===== src/ldr_pkg.sv =====
// Package: shared types and constants for the line and disc rasterizer.
package ldr_pkg;

	localparam int CoordBits  = 12;
	localparam int RadiusBits = 8;
	localparam int PaintBits  = 16;
	localparam int CurBits    = CoordBits + 2;
	localparam int ErrBits    = 2 * CoordBits + 4;
	localparam int QDepth     = 2;

	typedef enum logic [1:0] {
		CMD_LINE = 2'd0,
		CMD_DISC = 2'd1,
		CMD_STEP = 2'd2,
		CMD_NONE = 2'd3
	} cmd_t;

	typedef struct packed {
		logic [1:0]            command;
		logic [CoordBits-1:0]  first_x;
		logic [CoordBits-1:0]  first_y;
		logic [CoordBits-1:0]  second_x;
		logic [CoordBits-1:0]  second_y;
		logic [RadiusBits-1:0] disc_size;
		logic [PaintBits-1:0]  paint;
	} req_t;

	typedef struct packed {
		logic                  pixel_valid;
		logic [CoordBits-1:0]  pixel_x;
		logic [CoordBits-1:0]  pixel_y;
		logic [PaintBits-1:0]  pixel_paint;
		logic                  final_pixel;
	} pix_t;

endpackage


===== src/ldr_if.sv =====
// Interface: valid/ready channel carrying one payload.
interface ldr_if #(parameter type payload_t = logic) ();
	logic     valid;
	logic     ready;
	payload_t data;
	modport source (output valid, output data, input ready);
	modport sink (input valid, input data, output ready);
endinterface


===== src/ldr_front.sv =====
// Front: accepts requests, drops ignored commands, queues the rest.
module ldr_front (
	input  logic  clk,
	input  logic  arst_n,
	ldr_if.sink   in_ch,
	output logic  q_valid,
	output ldr_pkg::req_t q_data,
	input  logic  q_pop
);
	ldr_pkg::req_t mem_q [ldr_pkg::QDepth];
	logic wp_q, rp_q;
	logic [1:0] cnt_q;
	logic push;

	assign in_ch.ready = (cnt_q != 2'd2);
	assign push = in_ch.valid && in_ch.ready &&
		(in_ch.data.command != ldr_pkg::CMD_NONE);
	assign q_valid = (cnt_q != 2'd0);
	assign q_data = mem_q[rp_q];

	// two-entry request queue
	always_ff @(posedge clk or negedge arst_n) begin
		if (!arst_n) begin
			wp_q <= 1'b0;
			rp_q <= 1'b0;
			cnt_q <= 2'd0;
		end else begin
			if (push) wp_q <= ~wp_q;
			if (q_pop) rp_q <= ~rp_q;
			cnt_q <= cnt_q + {1'b0, push} - {1'b0, q_pop};
		end
	end

	always_ff @(posedge clk) begin
		if (push) mem_q[wp_q] <= in_ch.data;
	end

`ifndef SYNTHESIS
	a_no_overflow: assert property (@(posedge clk) disable iff (!arst_n)
		cnt_q == 2'd2 |-> !push || q_pop) else $error("queue overflow");
	a_no_underflow: assert property (@(posedge clk) disable iff (!arst_n)
		q_pop |-> cnt_q != 2'd0) else $error("queue underflow");
	a_cnt_range: assert property (@(posedge clk) disable iff (!arst_n)
		cnt_q != 2'd3) else $error("queue count out of range");
`endif
endmodule


===== src/ldr_back.sv =====
// Back: walks lines and discs, one pixel per step request.
module ldr_back (
	input  logic  clk,
	input  logic  arst_n,
	input  logic  q_valid,
	input  ldr_pkg::req_t q_data,
	output logic  q_pop,
	ldr_if.source out_ch
);
	localparam int CB = ldr_pkg::CoordBits;
	localparam int WB = ldr_pkg::CurBits;
	localparam int EB = ldr_pkg::ErrBits;
	localparam int RB = ldr_pkg::RadiusBits;
	localparam int SB = 2 * (CB + 2) + 2;

	typedef enum logic [1:0] {M_IDLE, M_LINE, M_DISC} mode_t;

	mode_t mode_q;
	logic signed [WB-1:0] cx_q, cy_q;
	logic [CB-1:0] tx_q, ty_q, ox_q, oy_q;
	logic [RB-1:0] r_q;
	logic [ldr_pkg::PaintBits-1:0] paint_q;
	logic signed [EB-1:0] err_q, dx_q, dy_q;
	logic signed [WB-1:0] ofx_s1, ofy_s1;
	logic [2*RB-1:0] rr_q;
	logic ovld_q;
	ldr_pkg::pix_t opix_q;

	logic take, do_step;
	logic signed [EB-1:0] e_r, e_v, ar, av, dxs;
	logic signed [WB-1:0] ctx, cty, lim_x, lim_y, s_w, ofx, ofy;
	logic signed [2*WB-1:0] sq_x, sq_y;
	logic [SB-1:0] dsq;
	logic in_disc, onc;
	ldr_pkg::pix_t pix;

	assign out_ch.valid = ovld_q;
	assign out_ch.data = opix_q;
	assign take = q_valid && (!ovld_q || out_ch.ready);
	assign q_pop = take;
	assign do_step = take && (q_data.command == ldr_pkg::CMD_STEP);

	// line error terms, disc distance test and the pixel for the current position
	always_comb begin
		ctx = WB'($signed({1'b0, ox_q}));
		cty = WB'($signed({1'b0, oy_q}));
		lim_x = ctx + WB'($signed({1'b0, r_q}));
		lim_y = cty + WB'($signed({1'b0, r_q}));
		s_w = (dy_q > 0) ? WB'(1) : ((dy_q < 0) ? -WB'(1) : WB'(0));
		dxs = (dy_q > 0) ? dx_q : ((dy_q < 0) ? -dx_q : EB'(0));
		e_r = err_q + dy_q;
		e_v = err_q - dxs;
		ar = e_r[EB-1] ? -e_r : e_r;
		av = e_v[EB-1] ? -e_v : e_v;
		ofx = cx_q - ctx;
		ofy = cy_q - cty;
		// squares at full product width
		sq_x = ofx * ofx;
		sq_y = ofy * ofy;
		dsq = SB'(sq_x) + SB'(sq_y);
		in_disc = dsq <= SB'(rr_q);
		onc = !cx_q[WB-1] && !cy_q[WB-1] && (cx_q[WB-2:CB] == '0) &&
			(cy_q[WB-2:CB] == '0);
		pix = '0;
		if (mode_q == M_LINE) begin
			pix.pixel_valid = 1'b1;
			pix.pixel_x = cx_q[CB-1:0];
			pix.pixel_y = cy_q[CB-1:0];
			pix.pixel_paint = paint_q;
			pix.final_pixel = (cx_q[CB-1:0] == tx_q) && (cy_q[CB-1:0] == ty_q);
		end else if (mode_q == M_DISC) begin
			pix.pixel_paint = paint_q;
			if (in_disc && onc) begin
				pix.pixel_valid = 1'b1;
				pix.pixel_x = cx_q[CB-1:0];
				pix.pixel_y = cy_q[CB-1:0];
			end
			pix.final_pixel = (cx_q >= lim_x) && (cy_q >= lim_y);
		end
	end

	// primitive state and output register
	always_ff @(posedge clk or negedge arst_n) begin
		if (!arst_n) begin
			mode_q <= M_IDLE;
			ovld_q <= 1'b0;
		end else begin
			ovld_q <= do_step || (ovld_q && !out_ch.ready);
			if (take) begin
				unique case (q_data.command)
					ldr_pkg::CMD_LINE: mode_q <= M_LINE;
					ldr_pkg::CMD_DISC: mode_q <= M_DISC;
					default: begin
						if (pix.final_pixel) mode_q <= M_IDLE;
					end
				endcase
			end
		end
	end

	always_ff @(posedge clk) begin
		ofx_s1 <= ofx;
		ofy_s1 <= ofy;
		if (do_step) opix_q <= pix;
		if (take) begin
			unique case (q_data.command)
				ldr_pkg::CMD_LINE: begin
					if (q_data.first_x > q_data.second_x) begin
						cx_q <= WB'($signed({1'b0, q_data.second_x}));
						cy_q <= WB'($signed({1'b0, q_data.second_y}));
						tx_q <= q_data.first_x;
						ty_q <= q_data.first_y;
						dx_q <= EB'($signed({1'b0, q_data.first_x})) -
							EB'($signed({1'b0, q_data.second_x}));
						dy_q <= EB'($signed({1'b0, q_data.first_y})) -
							EB'($signed({1'b0, q_data.second_y}));
					end else begin
						cx_q <= WB'($signed({1'b0, q_data.first_x}));
						cy_q <= WB'($signed({1'b0, q_data.first_y}));
						tx_q <= q_data.second_x;
						ty_q <= q_data.second_y;
						dx_q <= EB'($signed({1'b0, q_data.second_x})) -
							EB'($signed({1'b0, q_data.first_x}));
						dy_q <= EB'($signed({1'b0, q_data.second_y})) -
							EB'($signed({1'b0, q_data.first_y}));
					end
					err_q <= '0;
					paint_q <= q_data.paint;
				end
				ldr_pkg::CMD_DISC: begin
					ox_q <= q_data.first_x;
					oy_q <= q_data.first_y;
					r_q <= q_data.disc_size;
					rr_q <= q_data.disc_size * q_data.disc_size;
					cx_q <= WB'($signed({1'b0, q_data.first_x})) -
						WB'($signed({1'b0, q_data.disc_size}));
					cy_q <= WB'($signed({1'b0, q_data.first_y})) -
						WB'($signed({1'b0, q_data.disc_size}));
					paint_q <= q_data.paint;
				end
				default: begin
					if (mode_q == M_LINE && !pix.final_pixel) begin
						if (cx_q[CB-1:0] == tx_q) begin
							cy_q <= cy_q + s_w;
							err_q <= e_v;
						end else if (cy_q[CB-1:0] == ty_q) begin
							cx_q <= cx_q + WB'(1);
							err_q <= e_r;
						end else if (ar < av) begin
							cx_q <= cx_q + WB'(1);
							err_q <= e_r;
						end else if (ar > av) begin
							cy_q <= cy_q + s_w;
							err_q <= e_v;
						end else begin
							cx_q <= cx_q + WB'(1);
							cy_q <= cy_q + s_w;
							err_q <= e_r - dxs;
						end
					end else if (mode_q == M_DISC && !pix.final_pixel) begin
						if (cy_q + WB'(1) > lim_y) begin
							cy_q <= cty - WB'($signed({1'b0, r_q}));
							cx_q <= cx_q + WB'(1);
						end else begin
							cy_q <= cy_q + WB'(1);
						end
					end
				end
			endcase
		end
	end

`ifndef SYNTHESIS
	a_step_gives_out: assert property (@(posedge clk) disable iff (!arst_n)
		do_step |=> ovld_q) else $error("step gave no result");
	a_final_idles: assert property (@(posedge clk) disable iff (!arst_n)
		do_step && pix.final_pixel |=> mode_q == M_IDLE) else $error("no idle after final");
	a_hold_stall: assert property (@(posedge clk) disable iff (!arst_n)
		ovld_q && !out_ch.ready |-> !take) else $error("took while stalled");
	a_offs_used: assert property (@(posedge clk) disable iff (!arst_n)
		$past(mode_q) == M_DISC && $stable(cx_q) && $stable(cy_q) && $stable(ox_q)
		&& $stable(oy_q) |-> ofx_s1 == ofx && ofy_s1 == ofy)
		else $error("offset mismatch");
`endif
endmodule


===== src/line_and_disc_rasterizer_core.sv =====
// Top level: line and disc rasterizer, front queue and pixel back end.
// A step request passes through the front queue and the back end's output register before its pixel is offered.
// Throughput: one request per cycle, and the back end retires one per cycle, while the pixel output is not stalled.
// Begin requests give no result; the two-entry queue decouples front and back.
// Reset (arst_n low, asynchronous) empties the queue and idles the walker.
module line_and_disc_rasterizer_core (
	input logic clk,
	input logic arst_n,
	ldr_if.sink   req,
	ldr_if.source pix
);
	logic q_valid, q_pop;
	ldr_pkg::req_t q_data;

	ldr_front u_front (.clk, .arst_n, .in_ch(req), .q_valid, .q_data, .q_pop);
	ldr_back u_back (.clk, .arst_n, .q_valid, .q_data, .q_pop, .out_ch(pix));
endmodule


===== src/flat_wrapper.sv =====
// flat-port wrapper written by rule: the top's interface ports become plain ports
module line_and_disc_rasterizer_core_flat 
  (clk, arst_n, req_valid, req_data, req_ready, pix_valid, pix_data, pix_ready);
  ldr_if #(.payload_t(ldr_pkg::req_t)) req_i ();
  ldr_if #(.payload_t(ldr_pkg::pix_t)) pix_i ();
  input logic clk;
  input logic arst_n;
  input wire logic [$bits(req_i.valid)-1:0] req_valid;
  input wire logic [$bits(req_i.data)-1:0] req_data;
  output wire logic [$bits(req_i.ready)-1:0] req_ready;
  output wire logic [$bits(pix_i.valid)-1:0] pix_valid;
  output wire logic [$bits(pix_i.data)-1:0] pix_data;
  input wire logic [$bits(pix_i.ready)-1:0] pix_ready;
  assign req_i.valid = req_valid;
  assign req_i.data = req_data;
  assign req_ready = req_i.ready;
  assign pix_valid = pix_i.valid;
  assign pix_data = pix_i.data;
  assign pix_i.ready = pix_ready;
  line_and_disc_rasterizer_core u_core (.clk(clk), .arst_n(arst_n), .req(req_i), .pix(pix_i));
endmodule

===== config.mk =====
export PLATFORM = sky130hd
export DESIGN_NAME = line_and_disc_rasterizer_core_flat
export DESIGN_NICKNAME = d
export VERILOG_FILES = /design/src/ldr_pkg.sv /design/src/ldr_if.sv /design/src/ldr_front.sv /design/src/ldr_back.sv /design/src/line_and_disc_rasterizer_core.sv /design/src/flat_wrapper.sv
export SDC_FILE = /design/constraint.sdc
export NUM_CORES = 2
export LEC_CHECK = 0
export BUFFER_PORTS_ARGS = -buffer_cell sky130_fd_sc_hd__buf_2
export CAP_MARGIN = 30
export CORE_UTILIZATION = 55
export CTS_CLUSTER_SIZE = 16
export DETAILED_ROUTE_END_ITERATION = 10
export PLACE_DENSITY = 0.72
export SLEW_MARGIN = 20
export SYNTH_ARGS = -nofsm -noshare
export SYNTH_HDL_FRONTEND = slang
export SYNTH_SLANG_ARGS = --single-unit
export TNS_END_PERCENT = 50

===== constraint.sdc =====
create_clock -name clk -period 18.7 [get_ports clk]
set_input_delay 0.935 -clock clk [delete_from_list [all_inputs] [get_ports clk]]
set_output_delay 0.935 -clock clk [all_outputs]
set_load 0.01 [all_outputs]

=== Yosys cells after proc, flatten, opt, wreduce, memory -nomap -nowiden ===
Memories as Yosys holds them, arrays and structs flattened.
Cells that the tools add are included.

* Flip-flop bits (word level): 249
* Bits in writable memories: 148
* Bits of input ports: 78
* Output and inout bits: 44
* Word-level logic and storage cells: 149
* Memories: 1

{| class="wikitable"
|+ Memory list
! name !! words !! width !! rd ports !! clocked after memory_dff !! write ports !! RTL line !! RTL
|-
| u_core.u_front.mem_q || 2 || 74 || 1 || 0 || 1 || ldr_front.sv:10 || <nowiki>ldr_pkg::req_t mem_q [ldr_pkg::QDepth];</nowiki>
|}

* $add $sub $neg: 23
* Multipliers: 3
* Order comparisons: 9
* Equal/unequal tests: 12
* Muxes and demuxes: 40
* Bitwise operators: 5
* Reductions and logical operators: 34

{| class="wikitable"
|+ Operators by type and width
! kind !! number
|-
| $mux W28 || 11
|-
| $mux W14 || 15
|-
| $neg A28 Y28 || 3
|-
| $mul A14 B14 Y28 || 2
|-
| $pmux W14 S2 || 2
|-
| $pmux W28 S2 || 1
|-
| $sub A28 B28 Y28 || 2
|-
| $sub A12 B12 Y13 || 4
|-
| $mux W12 || 4
|-
| $mux W42 || 1
|-
| $mux W41 || 1
|-
| $sub A12 B8 Y13 || 3
|-
| $le A30 B16 Y1 || 1
|-
| $add A28 B28 Y29 || 1
|-
| $add A14 B2 Y14 const B || 2
|-
| $add A28 B28 Y28 || 1
|-
| $ge A14 B14 Y1 || 2
|-
| $gt A28 B1 Y1 const B || 1
|-
| $gt A28 B28 Y1 || 1
|-
| $lt A28 B1 Y1 const B || 1
|-
| $lt A28 B28 Y1 || 1
|-
| $sub A14 B13 Y14 || 2
|-
| $add A12 B8 Y13 || 2
|-
| $mux W25 || 1
|-
| other kinds (29) || 61
|}

=== Logic depth before layout (Yosys ltp) ===
* Word-level depth: 13
* Mapped depth: 44
* Depth with buffers taken out: 43

=== Modules after synthesis ===
A second synthesis with hierarchy kept.

* Cells, all modules: 4,336
* Area total of the unflattened synthesis: 42,943.7 µm²

{| class="wikitable"
|+ Modules (own cells, without submodules)
! module !! instances !! cells an instance !! area an instance (µm²) !! sequential area each (µm²)
|-
| ldr_back || 1 || 4,087 || 37,201.9 || 6,381.1
|-
| ldr_front || 1 || 249 || 5,741.8 || 4,544.4
|}

=== Least setup slack after synthesis ===
Ideal clock, no wire load.

* Kind: register -> register
* Start point: register u_core.u_back.oy_q[1]
* End point: register u_core.u_back.opix_q (netlist bit u_core.u_back.out_ch.data[36]) (data pin)
* Library setup time: 266 ps
* Data arrival time: 10,517 ps
* Required time: 18,434 ps
* Slack: 7,917 ps
* Stages on the path, launching flop included: 39
* Path buffers: 2
* Clock period less this slack: 10,783 ps
* Path through: edfxtp_1 inv_1 ha_1 nor2b_1 o21ai_0 a21boi_1 o21ai_0 a21oi_1 a31o_2 a211o_1 a311oi_2 xnor2_1 clkbuf_1 nor2_1 fa_1 inv_1 fa_1 inv_1 [... 3 more ...] fa_1 fa_1 fa_1 ha_1 and2_1 a221oi_1 xnor2_1 ha_1 nand4_1 a221oi_1 o31ai_1 a21oi_1 nor4_1 nand4_1 nor4_1 a31oi_1 clkbuf_1 nor2b_1

{| class="wikitable"
|+ RTL lines
! item !! RTL line !! RTL
|-
| start: declaration || ldr_back.sv:20 || <nowiki>logic [CB-1:0] tx_q, ty_q, ox_q, oy_q;</nowiki>
|-
| start signal: assignment || ldr_back.sv:132 || <nowiki>oy_q <= q_data.first_y;</nowiki>
|-
| end signal: assignment || ldr_back.sv:104 || <nowiki>if (do_step) opix_q <= pix;</nowiki>
|-
| end: declaration || ldr_back.sv:27 || <nowiki>ldr_pkg::pix_t opix_q;</nowiki>
|}

==> summary.txt <==
Clock network
  • CTS tree: done
  • # clock sinks: 365
  • Clock buffer depth: 3
  • Num CTS Buffers: 41
  • Number of setup buffers added after CTS: 0
  • CTS Hold Bufs: 0
  • Resize count post-CTS: 0
  • Worst-Skew Late Latency: 0.60 ns
  • Clk root buf: clkbuf_16
  • Clock Pin Slew Worst Setup and Hold Paths: 0.06 ns
  • CTS H-tree depth: 2

Global routing
  • Largest net degree at the start of global routing: 51
  • M1 GR Usage: 41.0%
  • Met2 GRT Util: 46.0%
  • Global route hottest layer: met2
  • First-pass GRT wire length: 184000 um
  • Global Route Usage Sum: 29.3%
  • GRT met3 Usage: 5.66%
  • Initial antenna violation count: 2
  • Vias in the first global route: 33187
  • Overflow left after global routing: 0

Drt
  • Drt pass-1 iters: 6
  • Initial DRC count: 2885
  • Routed WL: 116000 um
  • Routed length per instance: 20.4 um
  • Routed vias: 33213
  • Drt via density: 5.85
  • ANT nets after route: 0
  • DRC violations left: 0

Timing
  • Setup TNS: 0 ns
  • Worst relative slew slack: 32.0%
  • Worst-Margin Slew: 1.02 ns
  • Slew Limit Fails: 0
  • Post-route clock skew: 0.0366 ns
  • Final WS setup: 6.79 ns
  • Hold Violations, Final: 0
  • Crit path time final: 11.91 ns
  • Final setup viols: 0
  • Period utilization: 63.7%
  • Max Clk Rate: 84.0 MHz
  • RSZ-0062 raised after global routing: false

Place
  • IO Port Bufs: 121
  • Worst slack at placement: 6.56 ns
  • RePlAce Congestion: 0.973
  • DPL Wire Length: 94700 um

Min path
  • Worst hold path type: in -> async

Floorplanning
  • Cell Rows: 102
  • Core area: 0.0778 mm2
  • DIE WIDTH: 283 um
  • Die height: 283 um
  • I/O Pins: 122
  • Die ar.: 0.0803 mm2
  • Initial Util: 55.9%

Setup path
  • Crit path max-delay cell type: fa_1
  • Crit path top cell by count: fa_1
  • Top delay family on crit path: adder cells
  • Critical path class: reg -> reg
  • CP Max Fanout: 16
  • WP buf/inv: 6
  • Critical Path Max Stage Delay: 0.59 ns
  • Worst Setup End Kind: register
  • Worst EP required: 19.13 ns
  • Critical path arrival: 12.34 ns
  • Crit path launch type: register

Logic synthesis
  • Mapped cell area: 0.0435 mm2
  • Top FF cell, synth: edfxtp_1
  • Seq cells post-synth: 365
  • Asr flop ratio synth: 1.92%
  • Ys Warns: 0
  • Sequential-to-total area share from yosys stat: 25.1%
  • Synth area leaders: edfxtp_1, fa_1, ha_1, inv_1, xnor2_1
  • Post-synthesis cell type count: 102
  • Syn Inst Count: 4493
  • Top cell type's share of synthesized area: 24.7%
  • Largest area contributor in the netlist: edfxtp_1
  • Post-Syn Area per Cell: 9.69 um2
  • Syn_nets: 5466
  • Number of flops mapped to enable cells by yosys: 358

Finish
  • Post-layout util: 60.3%
  • Layout cells sized above 1: 7.37%
  • Area delta synth->final: 7.82%
  • Nets: 5581

Run status
  • Outcome: complete, no violations

Job
  • Max-Cap Viols: 0
-- flip-flops by register name (all words and copies together) (netlist names), 2 cells and up --
register,count
u_core.u_back.cx_q,14
u_core.u_back.cy_q,14
u_core.u_back.dx_q,13
u_core.u_back.dy_q,13
u_core.u_back.err_q,28
u_core.u_back.mode_q,2
u_core.u_back.out_ch.data,42
u_core.u_back.ox_q,12
u_core.u_back.oy_q,12
u_core.u_back.paint_q,16
u_core.u_back.r_q,8
u_core.u_back.rr_q,14
u_core.u_back.tx_q,12
u_core.u_back.ty_q,12
u_core.u_front.cnt_q,2
u_core.u_front.mem_q,148
-- through the flow --
step	cell area, um2	hold WS [ns]	cells
after detailed placement	45500	0.505	5603
after floorplan	43500	0.463	4493
after global routing	46900	0.200	5680
after CTS	46900	0.195	5677
after global placement	45500	0.488	5601
final	46900	0.209	5680
-- worst reg2reg max path, delay by kind of cell (launching register included) --
kind,cells,cell delay (ns)
AOI/OAI and AO/OA,10,2.65
xor gates and xnor gates,2,0.32
adders and majority gates,11,5.04
buffers and inverters,6,1.27
DFF,1,0.50
and+or+nand+nor,9,1.96
-- metal layers --
layer | vias up | wire length (um)
met5 | - | 0
li1 | 15551 | -
met4 | 0 | 4010
met1 | 16110 | 50400
met3 | 205 | 9820
met2 | 1347 | 51800
-- area by class of cell --
type	instances	area, um2
antenna	1	2.50
clock buffer	49	1070
clock inverter	25	293
fill	6687	30900
inverter	735	2760
multi-input combinational	3280	29500
sequential	365	10900
tap	1040	1300
timing repair buffer	185	1090
-- synth_stat cells, types with 37 or more instances --
cell and instances:
inv_1 721, fa_1 451, ha_1 444, nor2_1 381
edfxtp_1 358, nand2_1 268, a21oi_1 227, xnor2_1 197
o21ai_0 178, xor2_1 115, clkbuf_1 94, a21o_1 88
mux2i_1 80, nor3_1 73, nand3_1 69, nor2b_1 53
and2_1 51, o21a_1 39, nand2b_1 37, o211ai_1 37
-- cell families after synthesis --
logic type / share of synthesized area (%)
AO/OA/AOI/OAI: 13.2
XOR/XNOR: 6.28
adder cells (fa/ha/maj): 33.5
buffers and inverters: 7.43
flip-flops: 25.1
multiplexers: 2.75
other: 0.00862
AND/OR/NAND/NOR: 11.7
-- cells in the final DEF, fill, tap and decap left out, types with 25 or more instances in the layout --
cell type | synthesis | final
xor2_1 | 115 | 114
buf_2 | 7 | 121
edfxtp_1 | 358 | 358
and2_1 | 51 | 51
a21oi_1 | 227 | 226
mux2_2 | 35 | 35
o211ai_1 | 37 | 37
a31oi_1 | 35 | 34
buf_4 | 0 | 63
o21bai_1 | 28 | 28
a211oi_1 | 32 | 31
nor2b_1 | 53 | 53
nand3_1 | 69 | 69
nor2_1 | 381 | 377
a21o_1 | 88 | 88
nand2_1 | 268 | 268
inv_1 | 721 | 721
ha_1 | 444 | 444
fa_1 | 451 | 451
clkbuf_16 | 0 | 41
o21ai_0 | 178 | 177
nand4_1 | 27 | 27
nor3_1 | 73 | 69
nor4_1 | 25 | 25
xnor2_1 | 197 | 195
o21a_1 | 39 | 39
nand2b_1 | 37 | 37
and3_1 | 29 | 29
mux2i_1 | 80 | 78
-- final timing paths --
check | from | endpoint | cells after the start | slack (ns)
max | u_core.u_back.oy_q[1] | u_core.u_back.out_ch.data[18] | 38 | 6.79
max reg2reg | u_core.u_back.oy_q[1] | u_core.u_back.out_ch.data[18] | 38 | 6.79
min in group clk | u_core.u_back.paint_q[14] | u_core.u_back.out_ch.data[15] | 1 | 0.52
min reg2reg | u_core.u_back.paint_q[14] | u_core.u_back.out_ch.data[15] | 1 | 0.52
max in group asynchronous | arst_n | u_core.u_front.rp_q | 1 | 18.27
min | arst_n | u_core.u_back.out_ch.valid | 1 | 0.21
Power is left out: the tool's default activity adds up to more than one toggle a clock period on the data nets, which glitch-free logic cannot reach.
